<file path="src/hdl/ila_pkg.sv">
// shared types and constants of the indicator light arbiter
// no dependencies; imported by the interfaces' users and every module
package ila_pkg;

  // one stored light request
  typedef struct packed {
    logic [31:0] color;
    logic [1:0]  mode;
    logic [15:0] on_ms;
    logic [15:0] off_ms;
    logic [1:0]  bmode;
  } ila_req_t;

  // one result transaction
  typedef struct packed {
    logic        status;
    logic        apply;
    logic        target;
    logic        levels_valid;
    logic [11:0] backlight_level;
    logic [7:0]  white_level;
    logic [7:0]  blue_level;
    logic [7:0]  green_level;
    logic        breathe;
    logic [15:0] delay_on_ms;
    logic [15:0] delay_off_ms;
  } ila_res_t;

  // request to the shared multiply / divide-by-255 unit
  typedef struct packed {
    logic        start;
    logic        div_en;
    logic [7:0]  op_a;
    logic [11:0] op_b;
  } ila_mul_req_t;

  // response of the shared unit
  typedef struct packed {
    logic        done;
    logic [19:0] result;
  } ila_mul_rsp_t;

  localparam logic [1:0]  TYPE_BACKLIGHT = 2'd3;
  localparam logic [1:0]  FLASH_BLINK    = 2'd1;
  localparam logic [1:0]  FLASH_BREATHE  = 2'd2;
  localparam logic [31:0] RGB_MASK       = 32'h00ffffff;
  localparam logic [19:0] DIV_BASE       = 20'd255;

  localparam logic [7:0]  COEF_R = 8'd77;
  localparam logic [7:0]  COEF_G = 8'd150;
  localparam logic [7:0]  COEF_B = 8'd29;

endpackage

</file>
<file path="src/hdl/ila_in_if.sv">
// input channel of the indicator light arbiter: valid, ready and request payload
// no dependencies
interface ila_in_if;
  logic        valid;
  logic        ready;
  logic [2:0]  light_type;
  logic [31:0] color;
  logic [1:0]  flash_mode;
  logic [15:0] flash_on_ms;
  logic [15:0] flash_off_ms;
  logic [1:0]  brightness_mode;

  modport source (
    output valid, light_type, color, flash_mode, flash_on_ms, flash_off_ms,
           brightness_mode,
    input  ready
  );
  modport sink (
    input  valid, light_type, color, flash_mode, flash_on_ms, flash_off_ms,
           brightness_mode,
    output ready
  );
endinterface

</file>
<file path="src/hdl/ila_out_if.sv">
// result channel of the indicator light arbiter: valid, ready and drive settings
// no dependencies
interface ila_out_if;
  logic        valid;
  logic        ready;
  logic        status;
  logic        apply;
  logic        target;
  logic        levels_valid;
  logic [11:0] backlight_level;
  logic [7:0]  white_level;
  logic [7:0]  blue_level;
  logic [7:0]  green_level;
  logic        breathe;
  logic [15:0] delay_on_ms;
  logic [15:0] delay_off_ms;

  modport source (
    output valid, status, apply, target, levels_valid, backlight_level,
           white_level, blue_level, green_level, breathe, delay_on_ms,
           delay_off_ms,
    input  ready
  );
  modport sink (
    input  valid, status, apply, target, levels_valid, backlight_level,
           white_level, blue_level, green_level, breathe, delay_on_ms,
           delay_off_ms,
    output ready
  );
endinterface

</file>
<file path="src/hdl/ila_mul_unit.sv">
// shared 8x12 multiplier with optional floor divide by 255; product and result are registered
// depends on ila_pkg
module ila_mul_unit
  import ila_pkg::*;
(
  input  logic         clk,
  input  logic         rst_n,
  input  ila_mul_req_t req,
  output ila_mul_rsp_t rsp
);

  logic [19:0] prod_r;
  logic        div_r;
  logic        v1_r;
  logic        v2_r;
  logic [19:0] res_r;

  logic [27:0] recip;
  logic [11:0] q0;
  logic [19:0] back;
  logic [19:0] rem;
  logic [11:0] quot;

  // p/255 estimated as p*257 >> 16, low by at most one
  always_comb begin
    recip = {8'b0, prod_r} + {prod_r, 8'b0};
    q0    = recip[27:16];
    back  = {q0, 8'b0} - {8'b0, q0};
    rem   = prod_r - back;
    quot  = (rem >= DIV_BASE) ? q0 + 12'd1 : q0;
  end

  always_ff @(posedge clk) begin
    if (!rst_n) begin
      v1_r <= 1'b0;
      v2_r <= 1'b0;
    end else begin
      v1_r <= req.start;
      v2_r <= v1_r;
    end
  end

  always_ff @(posedge clk) begin
    if (req.start) begin
      prod_r <= {12'b0, req.op_a} * {8'b0, req.op_b};
      div_r  <= req.div_en;
    end
    if (v1_r) begin
      res_r <= div_r ? {8'b0, quot} : prod_r;
    end
  end

  assign rsp.done   = v2_r;
  assign rsp.result = res_r;

endmodule

</file>
<file path="src/hdl/ila_store.sv">
// four stored light requests and the priority pick of the effective one
// depends on ila_pkg
module ila_store
  import ila_pkg::*;
(
  input  logic     clk,
  input  logic     rst_n,
  input  logic     wr_en,
  input  logic [1:0] wr_idx,
  input  ila_req_t wr_req,
  input  logic     grp_bl,
  output ila_req_t eff
);

  ila_req_t ent_r [4];

  always_ff @(posedge clk) begin
    if (!rst_n) begin
      for (int i = 0; i < 4; i++) begin
        ent_r[i] <= '0;
      end
    end else if (wr_en) begin
      ent_r[wr_idx] <= wr_req;
    end
  end

  // backlight group: its own entry; indicator group: first lit entry, else its last entry
  always_comb begin
    priority if (grp_bl) begin
      eff = ent_r[3];
    end else if ((ent_r[0].color & RGB_MASK) != 32'd0) begin
      eff = ent_r[0];
    end else if ((ent_r[1].color & RGB_MASK) != 32'd0) begin
      eff = ent_r[1];
    end else begin
      eff = ent_r[2];
    end
  end

endmodule

</file>
<file path="src/hdl/indicator_light_arbiter.sv">
// indicator light arbiter top level: sequencer, config registers, output register
// depends on ila_pkg, ila_in_if, ila_out_if, ila_store, ila_mul_unit
// sequence: an unsupported type goes from accept straight to the output state; unchanged, blink or breathing
//   results pass the store write and compare first; a steady indicator change runs 9 shared-unit operations,
//   a backlight change runs 7, each an issue and a wait on the 2-stage multiply/divide unit
// throughput: one transaction at a time, ready only while idle
// reset: synchronous active-low rst_n clears stored requests, maxima to 255
module indicator_light_arbiter
  import ila_pkg::*;
(
  input  logic        clk,
  input  logic        rst_n,
  ila_in_if.sink      in_ch,
  ila_out_if.source   out_ch,
  input  logic        psel,
  input  logic        penable,
  input  logic        pwrite,
  input  logic [3:0]  paddr,
  input  logic [31:0] pwdata,
  output logic [31:0] prdata,
  output logic        pready
);

  // sequencer states
  localparam logic [2:0] S_IDLE   = 3'd0;
  localparam logic [2:0] S_BEFORE = 3'd1;
  localparam logic [2:0] S_AFTER  = 3'd2;
  localparam logic [2:0] S_ISSUE  = 3'd3;
  localparam logic [2:0] S_WAIT   = 3'd4;
  localparam logic [2:0] S_OUT    = 3'd5;

  // shared-unit operation sequence
  localparam logic [3:0] OP_SCALE_R   = 4'd0;
  localparam logic [3:0] OP_SCALE_G   = 4'd1;
  localparam logic [3:0] OP_SCALE_B   = 4'd2;
  localparam logic [3:0] OP_LUMA_R    = 4'd3;
  localparam logic [3:0] OP_LUMA_G    = 4'd4;
  localparam logic [3:0] OP_LUMA_B    = 4'd5;
  localparam logic [3:0] OP_LVL_FIRST = 4'd6;
  localparam logic [3:0] OP_LVL_BLUE  = 4'd7;
  localparam logic [3:0] OP_LVL_GREEN = 4'd8;

  // config register indexes
  localparam logic [1:0] REG_BACKLIGHT_MAX = 2'd0;
  localparam logic [1:0] REG_WHITE_MAX     = 2'd1;
  localparam logic [1:0] REG_BLUE_MAX      = 2'd2;
  localparam logic [1:0] REG_GREEN_MAX     = 2'd3;

  logic [2:0]   state_r;
  logic [2:0]   state_nxt;
  logic [2:0]   type_r;
  ila_req_t     req_r;
  ila_req_t     before_r;
  logic [31:0]  color_r;
  logic [3:0]   op_r;
  logic [7:0]   ch_r [3];
  logic [15:0]  acc_r;
  ila_res_t     res_r;
  ila_res_t     out_r;
  logic         out_valid_r;

  logic [11:0]  backlight_max_r;
  logic [7:0]   white_max_r;
  logic [7:0]   blue_max_r;
  logic [7:0]   green_max_r;

  ila_req_t     eff;
  ila_mul_req_t mul_req;
  ila_mul_rsp_t mul_rsp;
  logic         is_bl;
  logic [3:0]   last_op;
  logic         out_free;
  logic         cfg_wr;

  assign is_bl    = (type_r == {1'b0, TYPE_BACKLIGHT});
  assign last_op  = is_bl ? OP_LVL_FIRST : OP_LVL_GREEN;
  assign out_free = !out_valid_r || out_ch.ready;

  // request store, written once per supported transaction
  ila_store u_store (
    .clk    (clk),
    .rst_n  (rst_n),
    .wr_en  (state_r == S_BEFORE),
    .wr_idx (type_r[1:0]),
    .wr_req (req_r),
    .grp_bl (is_bl),
    .eff    (eff)
  );

  ila_mul_unit u_mul (
    .clk   (clk),
    .rst_n (rst_n),
    .req   (mul_req),
    .rsp   (mul_rsp)
  );

  // operand select for the current operation
  always_comb begin
    mul_req.start = (state_r == S_ISSUE);
    case (op_r)
      OP_SCALE_R: begin
        mul_req.op_a = color_r[23:16];
        mul_req.op_b = {4'b0, color_r[31:24]};
        mul_req.div_en = 1'b1;
      end
      OP_SCALE_G: begin
        mul_req.op_a = color_r[15:8];
        mul_req.op_b = {4'b0, color_r[31:24]};
        mul_req.div_en = 1'b1;
      end
      OP_SCALE_B: begin
        mul_req.op_a = color_r[7:0];
        mul_req.op_b = {4'b0, color_r[31:24]};
        mul_req.div_en = 1'b1;
      end
      OP_LUMA_R: begin
        mul_req.op_a = ch_r[0];
        mul_req.op_b = {4'b0, COEF_R};
        mul_req.div_en = 1'b0;
      end
      OP_LUMA_G: begin
        mul_req.op_a = ch_r[1];
        mul_req.op_b = {4'b0, COEF_G};
        mul_req.div_en = 1'b0;
      end
      OP_LUMA_B: begin
        mul_req.op_a = ch_r[2];
        mul_req.op_b = {4'b0, COEF_B};
        mul_req.div_en = 1'b0;
      end
      // luma is the top byte of the weighted sum
      OP_LVL_FIRST: begin
        mul_req.op_a = acc_r[15:8];
        mul_req.op_b = is_bl ? backlight_max_r : {4'b0, white_max_r};
        mul_req.div_en = 1'b1;
      end
      OP_LVL_BLUE: begin
        mul_req.op_a = acc_r[15:8];
        mul_req.op_b = {4'b0, blue_max_r};
        mul_req.div_en = 1'b1;
      end
      OP_LVL_GREEN: begin
        mul_req.op_a = acc_r[15:8];
        mul_req.op_b = {4'b0, green_max_r};
        mul_req.div_en = 1'b1;
      end
      default: begin
        mul_req.op_a = 8'd0;
        mul_req.op_b = 12'd0;
        mul_req.div_en = 1'b0;
      end
    endcase
  end

  // sequencer
  always_comb begin
    state_nxt = state_r;
    unique case (state_r)
      S_IDLE: begin
        if (in_ch.valid) begin
          state_nxt = in_ch.light_type[2] ? S_OUT : S_BEFORE;
        end
      end
      S_BEFORE: begin
        state_nxt = S_AFTER;
      end
      S_AFTER: begin
        // unchanged results and indicator blink and breathing results need no arithmetic
        priority if (eff == before_r) begin
          state_nxt = S_OUT;
        end else if (is_bl) begin
          state_nxt = S_ISSUE;
        end else if (eff.mode == FLASH_BREATHE || eff.mode == FLASH_BLINK) begin
          state_nxt = S_OUT;
        end else begin
          state_nxt = S_ISSUE;
        end
      end
      S_ISSUE: begin
        state_nxt = S_WAIT;
      end
      S_WAIT: begin
        if (mul_rsp.done) begin
          state_nxt = (op_r == last_op) ? S_OUT : S_ISSUE;
        end
      end
      S_OUT: begin
        if (out_free) begin
          state_nxt = S_IDLE;
        end
      end
      default: begin
        state_nxt = S_IDLE;
      end
    endcase
  end

  always_ff @(posedge clk) begin
    if (!rst_n) begin
      state_r <= S_IDLE;
      op_r    <= OP_SCALE_R;
    end else begin
      state_r <= state_nxt;
      if (state_r == S_AFTER) begin
        op_r <= OP_SCALE_R;
      end else if (state_r == S_WAIT && mul_rsp.done) begin
        op_r <= op_r + 4'd1;
      end
    end
  end

  // transaction data path
  always_ff @(posedge clk) begin
    unique case (state_r)
      S_IDLE: begin
        if (in_ch.valid) begin
          type_r       <= in_ch.light_type;
          req_r.color  <= in_ch.color;
          req_r.mode   <= in_ch.flash_mode;
          req_r.on_ms  <= in_ch.flash_on_ms;
          req_r.off_ms <= in_ch.flash_off_ms;
          req_r.bmode  <= in_ch.brightness_mode;
          res_r        <= '0;
          res_r.status <= in_ch.light_type[2];
        end
      end
      S_BEFORE: begin
        // store is written at this edge, pick still sees the old entries
        before_r <= eff;
      end
      S_AFTER: begin
        color_r <= eff.color;
        if (eff != before_r) begin
          res_r.apply <= 1'b1;
          priority if (is_bl) begin
            res_r.target       <= 1'b1;
            res_r.levels_valid <= 1'b1;
          end else if (eff.mode == FLASH_BREATHE) begin
            res_r.breathe <= 1'b1;
          end else if (eff.mode == FLASH_BLINK) begin
            res_r.delay_on_ms  <= eff.on_ms;
            res_r.delay_off_ms <= eff.off_ms;
          end else begin
            // steady, flash mode three drives as steady
            res_r.levels_valid <= 1'b1;
          end
        end
      end
      S_WAIT: begin
        if (mul_rsp.done) begin
          case (op_r)
            OP_SCALE_R: ch_r[0] <= mul_rsp.result[7:0];
            OP_SCALE_G: ch_r[1] <= mul_rsp.result[7:0];
            OP_SCALE_B: ch_r[2] <= mul_rsp.result[7:0];
            OP_LUMA_R:  acc_r <= mul_rsp.result[15:0];
            OP_LUMA_G:  acc_r <= acc_r + mul_rsp.result[15:0];
            OP_LUMA_B:  acc_r <= acc_r + mul_rsp.result[15:0];
            OP_LVL_FIRST: begin
              if (is_bl) begin
                res_r.backlight_level <= mul_rsp.result[11:0];
              end else begin
                res_r.white_level <= mul_rsp.result[7:0];
              end
            end
            OP_LVL_BLUE:  res_r.blue_level  <= mul_rsp.result[7:0];
            OP_LVL_GREEN: res_r.green_level <= mul_rsp.result[7:0];
            default: ;
          endcase
        end
      end
      S_ISSUE, S_OUT: ;
      default: ;
    endcase
  end

  // output register, parts the sequencer from the result sink
  always_ff @(posedge clk) begin
    if (!rst_n) begin
      out_valid_r <= 1'b0;
    end else if (state_r == S_OUT && out_free) begin
      out_valid_r <= 1'b1;
      out_r       <= res_r;
    end else if (out_ch.ready) begin
      out_valid_r <= 1'b0;
    end
  end

  assign in_ch.ready = (state_r == S_IDLE);

  assign out_ch.valid           = out_valid_r;
  assign out_ch.status          = out_r.status;
  assign out_ch.apply           = out_r.apply;
  assign out_ch.target          = out_r.target;
  assign out_ch.levels_valid    = out_r.levels_valid;
  assign out_ch.backlight_level = out_r.backlight_level;
  assign out_ch.white_level     = out_r.white_level;
  assign out_ch.blue_level      = out_r.blue_level;
  assign out_ch.green_level     = out_r.green_level;
  assign out_ch.breathe         = out_r.breathe;
  assign out_ch.delay_on_ms     = out_r.delay_on_ms;
  assign out_ch.delay_off_ms    = out_r.delay_off_ms;

  // config port, pready held high so an access never waits
  assign pready = 1'b1;
  assign cfg_wr = psel && penable && pwrite;

  always_ff @(posedge clk) begin
    if (!rst_n) begin
      backlight_max_r <= 12'd255;
      white_max_r     <= 8'd255;
      blue_max_r      <= 8'd255;
      green_max_r     <= 8'd255;
    end else if (cfg_wr) begin
      unique case (paddr[3:2])
        REG_BACKLIGHT_MAX: backlight_max_r <= pwdata[11:0];
        REG_WHITE_MAX:     white_max_r     <= pwdata[7:0];
        REG_BLUE_MAX:      blue_max_r      <= pwdata[7:0];
        REG_GREEN_MAX:     green_max_r     <= pwdata[7:0];
      endcase
    end
  end

  always_comb begin
    unique case (paddr[3:2])
      REG_BACKLIGHT_MAX: prdata = {20'b0, backlight_max_r};
      REG_WHITE_MAX:     prdata = {24'b0, white_max_r};
      REG_BLUE_MAX:      prdata = {24'b0, blue_max_r};
      REG_GREEN_MAX:     prdata = {24'b0, green_max_r};
    endcase
  end

  // shared unit answers only while the sequencer waits for it
  a_done_in_wait: assert property (@(posedge clk) disable iff (!rst_n)
    mul_rsp.done |-> state_r == S_WAIT)
    else $error("shared unit result outside wait state");

  a_issue_then_wait: assert property (@(posedge clk) disable iff (!rst_n)
    state_r == S_ISSUE |=> state_r == S_WAIT && !mul_rsp.done)
    else $error("issue not followed by a wait cycle");

  a_unsupported_quiet: assert property (@(posedge clk) disable iff (!rst_n)
    out_valid_r && out_r.status |-> !out_r.apply && !out_r.levels_valid)
    else $error("unsupported type result carries drive settings");

  a_levels_exclusive: assert property (@(posedge clk) disable iff (!rst_n)
    out_valid_r && out_r.levels_valid |-> !out_r.breathe && out_r.delay_on_ms == 16'd0)
    else $error("levels combined with blink or breathing");

endmodule
</file>
<file path="src/flat_wrapper.sv">
// flat-port wrapper written by rule: the top's interface ports become plain ports
module indicator_light_arbiter_flat import ila_pkg::*;
  (clk, rst_n, psel, penable, pwrite, paddr, pwdata, prdata, pready, in_ch_valid, in_ch_light_type, in_ch_color, in_ch_flash_mode, in_ch_flash_on_ms, in_ch_flash_off_ms, in_ch_brightness_mode, in_ch_ready, out_ch_valid, out_ch_status, out_ch_apply, out_ch_target, out_ch_levels_valid, out_ch_backlight_level, out_ch_white_level, out_ch_blue_level, out_ch_green_level, out_ch_breathe, out_ch_delay_on_ms, out_ch_delay_off_ms, out_ch_ready);
  ila_in_if in_ch_i ();
  ila_out_if out_ch_i ();
  input  logic clk;
  input  logic rst_n;
  input  logic psel;
  input  logic penable;
  input  logic pwrite;
  input  logic [3:0] paddr;
  input  logic [31:0] pwdata;
  output logic [31:0] prdata;
  output logic pready;
  input wire logic [$bits(in_ch_i.valid)-1:0] in_ch_valid;
  input wire logic [$bits(in_ch_i.light_type)-1:0] in_ch_light_type;
  input wire logic [$bits(in_ch_i.color)-1:0] in_ch_color;
  input wire logic [$bits(in_ch_i.flash_mode)-1:0] in_ch_flash_mode;
  input wire logic [$bits(in_ch_i.flash_on_ms)-1:0] in_ch_flash_on_ms;
  input wire logic [$bits(in_ch_i.flash_off_ms)-1:0] in_ch_flash_off_ms;
  input wire logic [$bits(in_ch_i.brightness_mode)-1:0] in_ch_brightness_mode;
  output wire logic [$bits(in_ch_i.ready)-1:0] in_ch_ready;
  output wire logic [$bits(out_ch_i.valid)-1:0] out_ch_valid;
  output wire logic [$bits(out_ch_i.status)-1:0] out_ch_status;
  output wire logic [$bits(out_ch_i.apply)-1:0] out_ch_apply;
  output wire logic [$bits(out_ch_i.target)-1:0] out_ch_target;
  output wire logic [$bits(out_ch_i.levels_valid)-1:0] out_ch_levels_valid;
  output wire logic [$bits(out_ch_i.backlight_level)-1:0] out_ch_backlight_level;
  output wire logic [$bits(out_ch_i.white_level)-1:0] out_ch_white_level;
  output wire logic [$bits(out_ch_i.blue_level)-1:0] out_ch_blue_level;
  output wire logic [$bits(out_ch_i.green_level)-1:0] out_ch_green_level;
  output wire logic [$bits(out_ch_i.breathe)-1:0] out_ch_breathe;
  output wire logic [$bits(out_ch_i.delay_on_ms)-1:0] out_ch_delay_on_ms;
  output wire logic [$bits(out_ch_i.delay_off_ms)-1:0] out_ch_delay_off_ms;
  input wire logic [$bits(out_ch_i.ready)-1:0] out_ch_ready;
  assign in_ch_i.valid = in_ch_valid;
  assign in_ch_i.light_type = in_ch_light_type;
  assign in_ch_i.color = in_ch_color;
  assign in_ch_i.flash_mode = in_ch_flash_mode;
  assign in_ch_i.flash_on_ms = in_ch_flash_on_ms;
  assign in_ch_i.flash_off_ms = in_ch_flash_off_ms;
  assign in_ch_i.brightness_mode = in_ch_brightness_mode;
  assign in_ch_ready = in_ch_i.ready;
  assign out_ch_valid = out_ch_i.valid;
  assign out_ch_status = out_ch_i.status;
  assign out_ch_apply = out_ch_i.apply;
  assign out_ch_target = out_ch_i.target;
  assign out_ch_levels_valid = out_ch_i.levels_valid;
  assign out_ch_backlight_level = out_ch_i.backlight_level;
  assign out_ch_white_level = out_ch_i.white_level;
  assign out_ch_blue_level = out_ch_i.blue_level;
  assign out_ch_green_level = out_ch_i.green_level;
  assign out_ch_breathe = out_ch_i.breathe;
  assign out_ch_delay_on_ms = out_ch_i.delay_on_ms;
  assign out_ch_delay_off_ms = out_ch_i.delay_off_ms;
  assign out_ch_i.ready = out_ch_ready;
  indicator_light_arbiter u_core (.clk(clk), .rst_n(rst_n), .in_ch(in_ch_i), .out_ch(out_ch_i), .psel(psel), .penable(penable), .pwrite(pwrite), .paddr(paddr), .pwdata(pwdata), .prdata(prdata), .pready(pready));
endmodule
</file>
<file path="config.mk">
export PLATFORM = sky130hd
export DESIGN_NAME = indicator_light_arbiter_flat
export DESIGN_NICKNAME = d
export VERILOG_FILES = /design/src/hdl/ila_pkg.sv /design/src/hdl/ila_in_if.sv /design/src/hdl/ila_out_if.sv /design/src/hdl/ila_mul_unit.sv /design/src/hdl/ila_store.sv /design/src/hdl/indicator_light_arbiter.sv /design/src/flat_wrapper.sv
export SDC_FILE = /design/constraint.sdc
export NUM_CORES = 1
export LEC_CHECK = 0
export BUFFER_PORTS_ARGS = -buffer_cell sky130_fd_sc_hd__buf_2
export CORE_MARGIN = 4
export CORE_UTILIZATION = 35
export CTS_CLUSTER_SIZE = 16
export DETAILED_ROUTE_END_ITERATION = 8
export HOLD_SLACK_MARGIN = 0.08
export PLACE_DENSITY_LB_ADDON = 0.25
export SLEW_MARGIN = 15
export SYNTH_ARGS = -nofsm -noshare
export SYNTH_HDL_FRONTEND = slang
export SYNTH_SLANG_ARGS = --single-unit
</file>
<file path="constraint.sdc">
create_clock -name clk -period 16.4 [get_ports clk]
set_input_delay 0.82 -clock clk [delete_from_list [all_inputs] [get_ports clk]]
set_output_delay 0.82 -clock clk [all_outputs]
set_load 0.1 [all_outputs]
</file>
==> results of run 1 <==
==> worst max-delay path, cell delays in order, from the launching register on <==
cell and delay, ns:
dfxtp_1 0.42, inv_1 0.11, ha_1 0.44, and3b_1 0.48, o21bai_1 0.44, a222oi_1 0.34
nand4_1 0.52, nor2b_1 0.35, fa_1 0.44, inv_1 0.08, fa_1 0.45, fa_1 0.52
fa_1 0.49, inv_1 0.04, ha_1 0.31, o21ai_0 0.12, a21boi_0 0.25, o21ai_0 0.14
a21boi_0 0.32, o2111ai_1 0.19, a31oi_1 0.33, nand4_1 0.15, nand4b_1 0.11, a21oi_1 0.08
xnor2_1 0.12
==> cell families (layout without fill, tap and decap cells) <==
logic type,Yosys count,in the layout
XOR/XNOR,131,131
flip-flops,711,711
other,2,23
AND/OR/NAND/NOR,1097,1097
multiplexers,56,56
AO/OA/AOI/OAI,516,516
adder cells (fa/ha/maj),171,171
buffers and inverters,363,567
==> synth_stat cells (all sizes together), types with 7 or more instances <==
| library cell | count |
|---|---|
| o31ai | 9 |
| or3 | 8 |
| nor2b | 37 |
| or2 | 10 |
| nand3 | 82 |
| a2111oi | 17 |
| clkbuf | 97 |
| a21oi | 103 |
| nand2b | 28 |
| a22oi | 13 |
| nand2 | 254 |
| a211oi | 38 |
| a21boi | 12 |
| and4 | 8 |
| nor4 | 30 |
| a21o | 41 |
| edfxtp | 665 |
| o211ai | 7 |
| nand3b | 12 |
| mux2 | 10 |
| mux4 | 8 |
| xnor2 | 69 |
| and2 | 274 |
| dfxtp | 46 |
| a311oi | 17 |
| o22ai | 28 |
| nand4 | 24 |
| a222oi | 9 |
| o21ai | 80 |
| buf | 62 |
| and3 | 109 |
| o221ai | 8 |
| inv | 204 |
| a31oi | 28 |
| fa | 65 |
| mux2i | 38 |
| nor3 | 27 |
| xor2 | 62 |
| a221oi | 10 |
| ha | 106 |
| o21a | 17 |
| nor2 | 175 |
==> layer usage <==
metal	up-vias	global-route usage
li1	11400	-
met1	12000	0.276
met2	934	0.310
met3	165	0.0351
met4	4	0.0524
met5	-	0
==> power by group <==
group          leakage, nW  internal, W  switching, W
logic                 7.80     0.000235      0.000469
registers             6.87      0.00217      0.000107
clock network         1.28      0.00104      0.000755
total                 15.9      0.00345       0.00133
==> final timing paths <==
kind	from	depth (start not counted)	slack, ns	end
min	in_ch_flash_on_ms[7]	1	0.35	u_core.req_r[25]$_DFFE_PP_
max	u_core.op_r[0]$_SDFFE_PP0P_	24	8.89	u_core.u_mul.prod_r[19]$_DFFE_PP_
max reg2reg	u_core.op_r[0]$_SDFFE_PP0P_	24	8.89	u_core.u_mul.prod_r[19]$_DFFE_PP_
min reg2reg	u_core.res_r[13]$_SDFFCE_PN0P_	0	0.41	u_core.out_ch.delay_off_ms[13]$_DFFE_PP_
==> cell type report <==
class,instances,share of cell area
flip-flops and latches,711,0.508
multi-input cells,1992,0.340
clock buffers,91,0.0502
well taps,1368,0.0416
repair buffers,216,0.0287
inverters,204,0.0186
clock inverters,56,0.0130
diodes,2,0.000122
==> stage by stage <==
stage	power (W)	utilization	hold slack [ns]	setup slack, ns
5_1_grt	0.00498	0.402	0.323	8.34
3_5_place_dp	0.00301	0.377	0.405	8.89
3_3_place_gp	0.00301	0.377	0.401	8.94
2_1_floorplan	0.00277	-	0.400	9.87
4_1_cts	0.00481	0.402	0.316	8.85
6_report	0.00478	0.402	0.353	8.89
==> sequential cells by signal (all words and copies together), names as in the netlist, 4 cells and up <==
register                       cells
u_core.u_store.ent_r             272
u_core.res_r                      72
u_core.before_r                   68
u_core.req_r                      68
u_core.color_r                    32
u_core.ch_r                       24
u_core.u_mul.prod_r               20
u_core.acc_r                      16
u_core.out_ch.delay_off_ms        16
u_core.out_ch.delay_on_ms         16
u_core.u_mul.res_r                16
u_core.backlight_max_r            12
u_core.out_ch.backlight_level     12
u_core.blue_max_r                  8
u_core.green_max_r                 8
u_core.out_ch.blue_level           8
u_core.out_ch.green_level          8
u_core.out_ch.white_level          8
u_core.white_max_r                 8
u_core.op_r                        4
==> flow_summary.json, run 1 <==
{
  "status": "finished clean",
  "die_y_um": 329,
  "fin_skew_ns": 0.0287,
  "yosys.area.top_type": "edfxtp_1",
  "routabilityCongestion": 0.935,
  "start_util": 0.354,
  "synth-xor-area-share": 0.0317,
  "crit_type": "flop to flop",
  "mostFrequentLayoutCells": "edfxtp_1, and2_1, nand2_1, inv_1, buf_2",
  "firstDrtPassIters": 6,
  "synth_top_family_by_area": "simple AND/OR/NAND/NOR gates",
  "post-route-drc-count": 0,
  "ys_seq_elements": 711,
  "dp_hpwl_um": 76200,
  "vias": 24400,
  "clk_path_buf_depth": 3,
  "synthMuxAreaShare": 0.0186,
  "synth_compound_area_frac": 0.0994,
  "cts_hold_buf": 0,
  "grt_first_pass_wirelength_um": 157000,
  "grt_max_degree": 78,
  "drive_gt1_frac": 0.123,
  "clkTransAtPathRegs_ns": 0.06,
  "wl_um": 107000,
  "cp_data_arrival_time_ns": 7.88,
  "max_freq_ghz": 0.133,
  "rows": 117,
  "dpl_cell_area_sq_um": 38500,
  "clockRootBuffer": "clkbuf_16",
  "wl_per_cell_um": 23.1,
  "final_cells": 4640,
  "yosys.area_share.simple": 0.159,
  "end_kind": "flop",
  "portBuffers": 178,
  "min_path_type": "input port to flop",
  "overflow": 0,
  "wl_met3_um": 8360,
  "ir_drop_uv": 78.1,
  "cts_tree": "done",
  "synth_area_sq_um": 36200,
  "tns_ns": 0,
  "drv_cap": 0,
  "clk_latency_ns": 0.64,
  "multi_input_area_sq_um": 14000,
  "max_slew_margin": 0.326,
  "synth_edf_count": 665,
  "required_ns": 16.77,
  "via_per_inst": 5.27,
  "postRouteAntennaNets": 0,
  "rsz0062_at_grt": "no",
  "cts_buffers": 80,
  "design_area_sq_um": 41100,
  "finalHoldViolations": 0,
  "grt_pass1_vias": 23400,
  "final_max_slew_viol_count": 0,
  "max_slew.worst_pin.slew_ns": 0.986,
  "post-cts-setup-buffers": 0,
  "core_sq_um": 102000,
  "async_reset_ff_frac": 0,
  "ys.flop_type": "edfxtp_1",
  "m1WireLength_um": 46900,
  "n_fill_cell": 9834,
  "leakage_nw": 15.9,
  "h-tree-depth": 3,
  "post-route-min-period_ns": 7.51,
  "syn_area_per_cell_sq_um": 11.9,
  "grtUsageTotal": 0.195,
  "netlist_instances": 3047,
  "cp_max_fo": 15,
  "synth.area.top_cells": "edfxtp_1, and2_1, ha_1, fa_1, nand2_1",
  "synth_seq_area_share": 0.578,
  "num_io_pins": 222,
  "clock-sinks": 711,
  "synth.distinct_cells": 86,
  "fp.dieArea_sq_um": 109000,
  "die_w_um": 329,
  "setup_viol": 0,
  "synth_fa_ha_area_frac": 0.0727,
  "fin_nets": 3490,
  "seqCellArea_sq_um": 20900,
  "first_iter_violations": 2518,
  "layout_commonest_cell": "edfxtp_1",
  "dp.cells": 4491,
  "highest_layer": "met5",
  "wl_met2_um": 49200,
  "cts_resized": 0,
  "synth_top_cell_area_share": 0.552,
  "period_share": 0.458,
  "start_kind": "flop",
  "yosys_warnings": 0,
  "area_delta_synth_final_pct": 13.7,
  "antenna_found_initial": 7,
  "p_per_area_nw_per_um2": 116
}
No activity file was read; power rests on OpenSTA's default activity.
==> inputs of run 2 (changes only) <==
==> constraint.sdc (replaced) <==
create_clock -name clk -period 6.7 [get_ports clk]
set_input_delay 0.335 -clock clk [delete_from_list [all_inputs] [get_ports clk]]
set_output_delay 0.335 -clock clk [all_outputs]
set_load 0.1 [all_outputs]
==> run 2 against run 1 <==
Non-clock buffer count is 141 higher. Setup slack worse by 8.5 ns. First-iteration DRC count is 1.4% higher. Sequential share of layout area is 1.7 points lower. Hold slack better by 0.041 ns. Largest power group unchanged. Clock skew is 0.0043 ns lower. Count of clock-buffer cells in the layout is 7 higher. Total power is 150% higher. Critical path depth is 1 lower.
==> flow_summary.json, run 2 (same netlist as run 1, synthesis figures left out) <==
{
  "final_max_slew_viol_count": 0,
  "antenna_found_initial": 12,
  "layout_commonest_cell": "edfxtp_1",
  "post-route-min-period_ns": 6.33,
  "dp.cells": 4546,
  "setup_viol": 0,
  "cp_data_arrival_time_ns": 6.71,
  "firstDrtPassIters": 5,
  "fp.dieArea_sq_um": 109000,
  "rsz0062_at_grt": "no",
  "dpl_cell_area_sq_um": 39000,
  "grt_first_pass_wirelength_um": 161000,
  "h-tree-depth": 3,
  "drv_cap": 0,
  "top_regs": "u_core.u_store.ent_r: 272 flops, u_core.res_r: 72 flops",
  "start_util": 0.354,
  "ir_drop_uv": 180,
  "routabilityCongestion": 0.916,
  "grtUsageTotal": 0.198,
  "hold_start": "in_ch_flash_mode[0]",
  "wl_um": 109000,
  "rrSetupSlack_ns": 0.37,
  "max_slew_margin": 0.190,
  "min_to": "u_core.req_r[34]$_DFFE_PP_",
  "path_buf_inv": 0,
  "pre_cts_ws_ns": 0.301,
  "via_per_inst": 5.23,
  "tns_ns": 0,
  "slowest_stage": "or4_4",
  "r2r_cells": 23,
  "status": "finished clean",
  "start_kind": "flop",
  "area_delta_synth_final_pct": 17.7,
  "dp_hpwl_um": 77000,
  "die_w_um": 329,
  "fin_skew_ns": 0.0244,
  "clk_latency_ns": 0.65,
  "cp_top_family": "simple AND/OR/NAND/NOR gates",
  "reg2reg_to": "u_core.u_mul.res_r[11]$_DFFE_PP_",
  "path_cells": "ha_1 > nand3_1 > a21oi_1 > o22ai_2 > o31ai_1 > nand2_1 > a21oi_1 > and3_1 > and3_1 > ha_1 > fa_1 > ha_1 > nand3_1 > nor2_1 > a211o_1 > o41ai_4 > xor2_1 > o41ai_1 > or4_1 > or4_4 > and2_4 > a21o_1 > a31o_1",
  "postRouteAntennaNets": 0,
  "min_path_cells": 2,
  "required_ns": 7.09,
  "p_per_area_nw_per_um2": 280,
  "period_share": 0.945,
  "min_path_type": "input port to flop",
  "rows": 117,
  "grt_max_degree": 139,
  "post-route-drc-count": 0,
  "die_y_um": 329,
  "clk_path_buf_depth": 3,
  "end_kind": "flop",
  "first_iter_violations": 2554,
  "num_io_pins": 222,
  "finalHoldViolations": 0,
  "wl_per_cell_um": 22.8,
  "grt_pass1_vias": 24600,
  "core_sq_um": 102000,
  "layout_setup_ws_ns": 0.371,
  "fin_nets": 3631,
  "vias": 25000,
  "cp_max_fo": 8,
  "design_area_sq_um": 42600,
  "max_slew.worst_pin.slew_ns": 1.20,
  "overflow": 0,
  "cts_buffers": 80,
  "final_cells": 4783,
  "crit_type": "flop to flop",
  "r2r-start": "u_core.u_mul.prod_r[4]$_DFFE_PP_",
  "post-cts-setup-buffers": 0,
  "clkTransAtPathRegs_ns": 0.07,
  "portBuffers": 178,
  "clock-sinks": 711,
  "cp_common_cell": "ha_1",
  "drive_gt1_frac": 0.134,
  "clockRootBuffer": "clkbuf_16",
  "max_freq_ghz": 0.158,
  "mostFrequentLayoutCells": "edfxtp_1, and2_1, nand2_1, inv_1, buf_2",
  "leakage_nw": 16.6,
  "cts_tree": "done",
  "slowest_delay_ns": 0.63,
  "regMostFlops": "u_core.u_store.ent_r",
  "largest_reg_flops": 272
}
==> run 2: worst max path at each step <==
stage                     depth (start not counted)                        startpoint                                end
final                                            23  u_core.u_mul.prod_r[4]$_DFFE_PP_   u_core.u_mul.res_r[11]$_DFFE_PP_
after global routing                             25  u_core.u_mul.prod_r[2]$_DFFE_PP_    u_core.u_mul.res_r[3]$_DFFE_PP_
after CTS                                        25       u_core.op_r[1]$_SDFFE_PP0P_  u_core.u_mul.prod_r[19]$_DFFE_PP_
after detailed placement                         25       u_core.op_r[1]$_SDFFE_PP0P_  u_core.u_mul.prod_r[19]$_DFFE_PP_
after global placement                           25       u_core.op_r[1]$_SDFFE_PP0P_  u_core.u_mul.prod_r[19]$_DFFE_PP_
after floorplan                                  25        u_core.type_r[2]$_DFFE_PP_  u_core.u_mul.prod_r[19]$_DFFE_PP_
==> run 2: where the power goes <==
group / leakage (nW) / total [W] / internal, W / switching, W
sequential: 6.87 / 0.00558 / 0.00532 / 0.000259
combinational: 8.45 / 0.00181 / 0.000637 / 0.00117
clock: 1.32 / 0.00453 / 0.00270 / 0.00183
total: 16.6 / 0.0119 / 0.00865 / 0.00326
==> run 2: cell type report <==
class | instances | area, sq um
fillers | 9781 | 59600
flip-flops and latches | 711 | 20900
multi-input cells | 1992 | 14000
repair buffers | 357 | 2500
clock buffers | 98 | 2120
well taps | 1368 | 1710
inverters | 204 | 766
clock inverters | 49 | 578
diodes | 4 | 10.0
==> run 2: timing repair <==
item | 4_1_cts | 5_1_grt
gates resized for setup | 0 | 9
endpoints found under the hold margin | 112 | 0
setup endpoints to repair | 0 | 8
hold buffers | 86 | 0
==> run 2: per-layer routing <==
layer | vias up | global-route usage | wire [um]
met1 | 12300 | 0.275 | 47500
met4 | 4 | 0.0545 | 2780
met3 | 161 | 0.0362 | 8520
li1 | 11600 | - | -
met2 | 925 | 0.319 | 50400
met5 | - | 0 | 21
==> run 2: through the flow <==
step | total power [W] | utilization | hold WS, ns
global route | 0.0124 | 0.416 | 0.374
floorplan | 0.00677 | - | 0.400
global placement | 0.00741 | 0.381 | 0.401
finish | 0.0119 | 0.417 | 0.394
CTS | 0.0120 | 0.416 | 0.353
detailed placement | 0.00743 | 0.381 | 0.405
